===== src/design/vrt_pkg.sv =====
// shared types, widths and helpers for the vertex rotate/translate core
// no dependencies; imported by vrt_cell, vertex_rotate_translate_core and the bench
`timescale 1ns / 1ps
`default_nettype none

package vrt_pkg;

  // internal coordinate width, holds any value reached between axis steps
  localparam int CW = 26;
  // product and sum widths inside a rotation cell
  localparam int PW = CW + 16;
  localparam int SW = PW + 1;
  localparam int FRAC_SHIFT = 14;

  localparam logic signed [SW-1:0] ROUND_HALF = SW'(8192);
  localparam logic signed [CW-1:0] SAT_MAX = CW'(32767);
  localparam logic signed [CW-1:0] SAT_MIN = CW'(-32768);

  localparam logic [31:0] ROT_RESET = 32'h4000_0000;

  // configuration register indexes
  localparam logic [1:0] REG_ROT_X = 2'd0;
  localparam logic [1:0] REG_ROT_Y = 2'd1;
  localparam logic [1:0] REG_ROT_Z = 2'd2;
  localparam logic [1:0] REG_TRANS = 2'd3;

  typedef struct packed {
    logic signed [15:0] vertex_x;
    logic signed [15:0] vertex_y;
    logic signed [15:0] vertex_z;
    logic [31:0]        vertex_color;
    logic               frame_end;
  } in_word_t;

  typedef struct packed {
    logic signed [15:0] out_x;
    logic signed [15:0] out_y;
    logic signed [15:0] out_z;
    logic [31:0]        out_color;
    logic               out_frame_end;
  } out_word_t;

  // word moving down the cell chain: (a, b) is the pair the next cell
  // rotates, w the untouched axis; pivots travel with their coordinates
  typedef struct packed {
    logic signed [CW-1:0] a;
    logic signed [CW-1:0] b;
    logic signed [CW-1:0] w;
    logic signed [15:0]   pa;
    logic signed [15:0]   pb;
    logic signed [15:0]   pw;
    logic [31:0]          color;
    logic                 frame_end;
  } vrt_item_t;

  function automatic logic signed [CW-1:0] sext16(input logic signed [15:0] v);
    logic signed [CW-1:0] r;
    r = {{(CW-16){v[15]}}, v};
    return r;
  endfunction

  function automatic logic signed [15:0] sat16(input logic signed [CW-1:0] v);
    logic signed [15:0] r;
    if (v > SAT_MAX) begin
      r = 16'sh7fff;
    end else if (v < SAT_MIN) begin
      r = 16'sh8000;
    end else begin
      r = v[15:0];
    end
    return r;
  endfunction

endpackage

`default_nettype wire


===== src/design/vrt_cell.sv =====
// one axis rotation cell: rotates (a, b) about (pa, pb) with a cos/sin pair
// output word is cyclically reordered so identical cells chain x, y, z axes
// depends on vrt_pkg
`timescale 1ns / 1ps
`default_nettype none

module vrt_cell
  import vrt_pkg::*;
(
  input  wire logic       clk,
  input  wire logic       rst_n,
  input  wire logic       en,
  input  wire logic       in_vld,
  input  wire vrt_item_t  in_item,
  input  wire logic [31:0] cos_sin,
  output logic            out_vld,
  output vrt_item_t       out_item
);

  logic signed [15:0]   c;
  logic signed [15:0]   s;
  logic signed [CW-1:0] ra;
  logic signed [CW-1:0] rb;

  logic signed [PW-1:0] p_ac_r, p_ac_nxt;
  logic signed [PW-1:0] p_bs_r, p_bs_nxt;
  logic signed [PW-1:0] p_as_r, p_as_nxt;
  logic signed [PW-1:0] p_bc_r, p_bc_nxt;
  logic                 mul_vld_r;
  vrt_item_t            mul_item_r;

  logic signed [SW-1:0] t_a, t_b;
  logic signed [SW-1:0] sh_a, sh_b;
  vrt_item_t            out_item_r, out_item_nxt;
  logic                 out_vld_r;

  // stage one: relative coordinates and the four products
  always_comb begin
    c = $signed(cos_sin[31:16]);
    s = $signed(cos_sin[15:0]);
    ra = in_item.a - sext16(in_item.pa);
    rb = in_item.b - sext16(in_item.pb);
    p_ac_nxt = PW'(ra) * PW'(c);
    p_bs_nxt = PW'(rb) * PW'(s);
    p_as_nxt = PW'(ra) * PW'(s);
    p_bc_nxt = PW'(rb) * PW'(c);
  end

  always_ff @(posedge clk) begin
    if (!rst_n) begin
      mul_vld_r <= 1'b0;
    end else if (en) begin
      mul_vld_r <= in_vld;
    end
  end

  always_ff @(posedge clk) begin
    if (en) begin
      p_ac_r     <= p_ac_nxt;
      p_bs_r     <= p_bs_nxt;
      p_as_r     <= p_as_nxt;
      p_bc_r     <= p_bc_nxt;
      mul_item_r <= in_item;
    end
  end

  // stage two: sum, round half up and drop 14 fraction bits, add the pivot back
  always_comb begin
    t_a = SW'(p_ac_r) - SW'(p_bs_r);
    t_b = SW'(p_as_r) + SW'(p_bc_r);
    sh_a = (t_a + ROUND_HALF) >>> FRAC_SHIFT;
    sh_b = (t_b + ROUND_HALF) >>> FRAC_SHIFT;
    // reorder (a, b, w) -> (b', w, a')
    out_item_nxt.a = sext16(mul_item_r.pb) + $signed(sh_b[CW-1:0]);
    out_item_nxt.b = mul_item_r.w;
    out_item_nxt.w = sext16(mul_item_r.pa) + $signed(sh_a[CW-1:0]);
    out_item_nxt.pa = mul_item_r.pb;
    out_item_nxt.pb = mul_item_r.pw;
    out_item_nxt.pw = mul_item_r.pa;
    out_item_nxt.color = mul_item_r.color;
    out_item_nxt.frame_end = mul_item_r.frame_end;
  end

  always_ff @(posedge clk) begin
    if (!rst_n) begin
      out_vld_r <= 1'b0;
    end else if (en) begin
      out_vld_r <= mul_vld_r;
    end
  end

  always_ff @(posedge clk) begin
    if (en) begin
      out_item_r <= out_item_nxt;
    end
  end

  assign out_vld  = out_vld_r;
  assign out_item = out_item_r;

endmodule

`default_nettype wire


===== config.mk =====
export PLATFORM = sky130hd
export DESIGN_NAME = vrt_cell
export DESIGN_NICKNAME = d
export VERILOG_FILES = /design/src/design/vrt_pkg.sv /design/src/design/vrt_cell.sv
export SDC_FILE = /design/constraint.sdc
export NUM_CORES = 2
export LEC_CHECK = 0
export BUFFER_PORTS_ARGS = -buffer_cell sky130_fd_sc_hd__buf_2
export CORE_ASPECT_RATIO = 2
export CORE_MARGIN = 2
export CORE_UTILIZATION = 60
export CTS_CLUSTER_SIZE = 30
export DETAILED_ROUTE_END_ITERATION = 10
export PLACE_DENSITY = 0.82
export SLEW_MARGIN = 5
export SYNTH_ARGS = -nofsm -noshare
export SYNTH_HDL_FRONTEND = slang
export SYNTH_SLANG_ARGS = --single-unit

===== constraint.sdc =====
create_clock -name clk -period 14.05 [get_ports clk]
set_clock_uncertainty 0.2 [all_clocks]
set_input_delay 1.405 -clock clk [delete_from_list [all_inputs] [get_ports clk]]
set_output_delay 1.405 -clock clk [all_outputs]
set_load 0.05 [all_outputs]

==> metrics.csv <==
metric,value,unit
run_status,"finished, final reports clean",
port_buffers,354,
worst_pin_slew,1460,ps
nets,10600,
setup_violations,0,
first_pass_iters,6,
hold-worst-slack,218,ps
slew_violations,0,
layout_common_cells,"inv_1 (1892), fa_1 (1556), nand2_1 (958), ha_1 (646), and2_1 (624)",
rsz0062_at_grt,no,
ys.flop_type,edfxtp_1,
clock_latency,640,ps
clkTransAtPathRegs,60,ps
cts_buffer_depth,3,
tns,0,ps
synth_seq_cells,428,
overflow,0,
start_kind,input port,
filler_cell_count,9995,
die_y,515,um
syn_nets,10400,
drive_above_1_share,7.18,%
die_w,259,um
post_cts_buffers,0,
vias_per_cell,5.80,
ctsResizeCount,0,
vias,57600,
finalCritPeriodShare,83.1,%
finalWeightedCongestion,0.954,
numCtsBuffers,44,
final_area,83400,um2
yosysWarnings,0,
hold_viol,0,
drtIter0Drc,4876,
syn_area,78200,um2
maxCapViolCount,0,
drc,0,
path_class,input port to register,
max_stage_delay,840,ps
period_minus_slack,11680,ps
hp-class,register to register,
initial_core_util,60.3,%
synth.avg_cell_area,9.74,um2
async_flop_share,0,%
post_drt_wl_per_cell,21.9,um
synthDistinctLibCells,70,
max_clock_freq,85.6,MHz
grt_pass1_wl,342000,um
grt_use_total,33.9,%
htree_levels,2,
slowest_stage,o41ai_1,
critPathCaptureType,register,
final_antenna_net_count,0,
cts_sinks,428,
hpwlAfterDp,163000,um
cts_tree,yes,
crit_path_frequent_cell,fa_1,
slew-limit-headroom,1.92,%
grt_max_degree,80,
crit_fanout,18,
required,14220,ps
grt_pass1_vias,64200,
cp_num_buf_inv,7,
area_growth,6.63,%
synth-edff-count,426,
dieArea,133000,um2
dpl_cell_area,81900,um2
clockRootBuffer,clkbuf_16,
cp_top_family,compound AO/OA/AOI/OAI gates,
io_pins,355,
crit_arrival,11840,ps
num_rows,187,
wl,217000,um
syn_inst,8030,
ys_seq_area_share,16.4,%
antenna_found_initial,11,
core,130000,um2
hold_buffers,0,
final_common_cell,inv_1,
[worst register-to-register path, delay by kind of cell (launching register included)]
family / cells / cell delay (ps)
xor+xnor: 2 / 290
compound gates: 12 / 3390
fa+ha+maj: 3 / 1000
flops: 1 / 360
buf+inv: 3 / 330
simple gates: 3 / 1580
[cell families after synthesis]
logic type                 after synthesis  synth area share (%)
buffers and inverters                 2230                  10.7
adders and majority gates             2202                  50.2
and+or+nand+nor                       2134                  13.2
AOI/OAI and AO/OA                      704                  5.81
DFF                                    428                  16.4
xor gates and xnor gates               330                  3.70
muxes                                    2                0.0256
[per-layer routing]
| layer | routed length (um) | global-route usage, % |
|---|---|---|
| met1 | 64800 | 34.5 |
| met2 | 108000 | 57.9 |
| met3 | 16200 | 5.49 |
| met4 | 28000 | 33.9 |
| met5 | 32 | 0 |
[synthesized netlist by cell type (5+ instances only)]
cell type | count | area, um2
and3_1 | 14 | 87.6
a31oi_1 | 22 | 138
nor4_1 | 5 | 31.3
nand3_1 | 42 | 210
clkbuf_1 | 332 | 1250
xnor2_1 | 241 | 2110
nand4_1 | 23 | 144
or3_1 | 12 | 75.1
nor2_1 | 226 | 848
nor2b_1 | 109 | 682
and4_1 | 7 | 61.3
nand2b_1 | 57 | 357
o211ai_1 | 11 | 82.6
o21ai_0 | 114 | 571
inv_1 | 1892 | 7100
a21oi_1 | 221 | 1110
or2_2 | 12 | 75.1
a211o_1 | 14 | 123
edfxtp_1 | 426 | 12800
a21boi_0 | 6 | 45.0
nand2_1 | 958 | 3600
o21bai_1 | 41 | 308
a211oi_1 | 22 | 165
xor2_1 | 89 | 780
a21o_1 | 130 | 976
ha_1 | 646 | 8080
o31a_1 | 6 | 52.6
nor3_1 | 39 | 195
and2_1 | 624 | 3900
fa_1 | 1556 | 31100
o21a_1 | 45 | 338
a41o_1 | 6 | 60.1
o21ai_1 | 8 | 40.0
o31ai_1 | 10 | 75.1
[per-stage QoR]
stage | cells | util (%) | setup slack, ps
after floorplan | 8030 | - | 4290
after global placement | 9835 | 63.2 | 2220
after global routing | 9919 | 64.3 | 1920
final | 9924 | 64.3 | 2370
after CTS | 9915 | 64.3 | 2560
after detailed placement | 9835 | 63.2 | 2010
[state kept, by name (all words and copies together) (netlist names)]
signal / flops
p_ac_r: 40
out_vld: 1
out_item: 159
mul_item_r: 107
p_bc_r: 40
p_bs_r: 40
p_as_r: 40
mul_vld_r: 1
[worst paths after layout]
path	depth (start not counted)	start	to	slack [ps]
setup reg to reg	23	p_ac_r[13]	out_item[106]	6650
hold reg to reg	0	mul_item_r[43]	out_item[59]	220
setup / recovery	36	in_item[133]	p_as_r[38]	2370
hold / removal	0	mul_item_r[43]	out_item[59]	220
[area by class of cell]
class,count,area [um2],share of cell area [%]
Multi-Input combinational cell,5372,57400,68.8
Sequential cell,428,12800,15.4
Inverter,1893,7110,8.52
Timing Repair Buffer,441,2440,2.93
Tap cell,1701,2130,2.55
Clock buffer,49,1140,1.37
Clock inverter,31,339,0.407
Antenna cell,9,22.5,0.0270
Power is left out: the tool's default activity adds up to more than one toggle a clock period on the data nets, which glitch-free logic cannot reach.
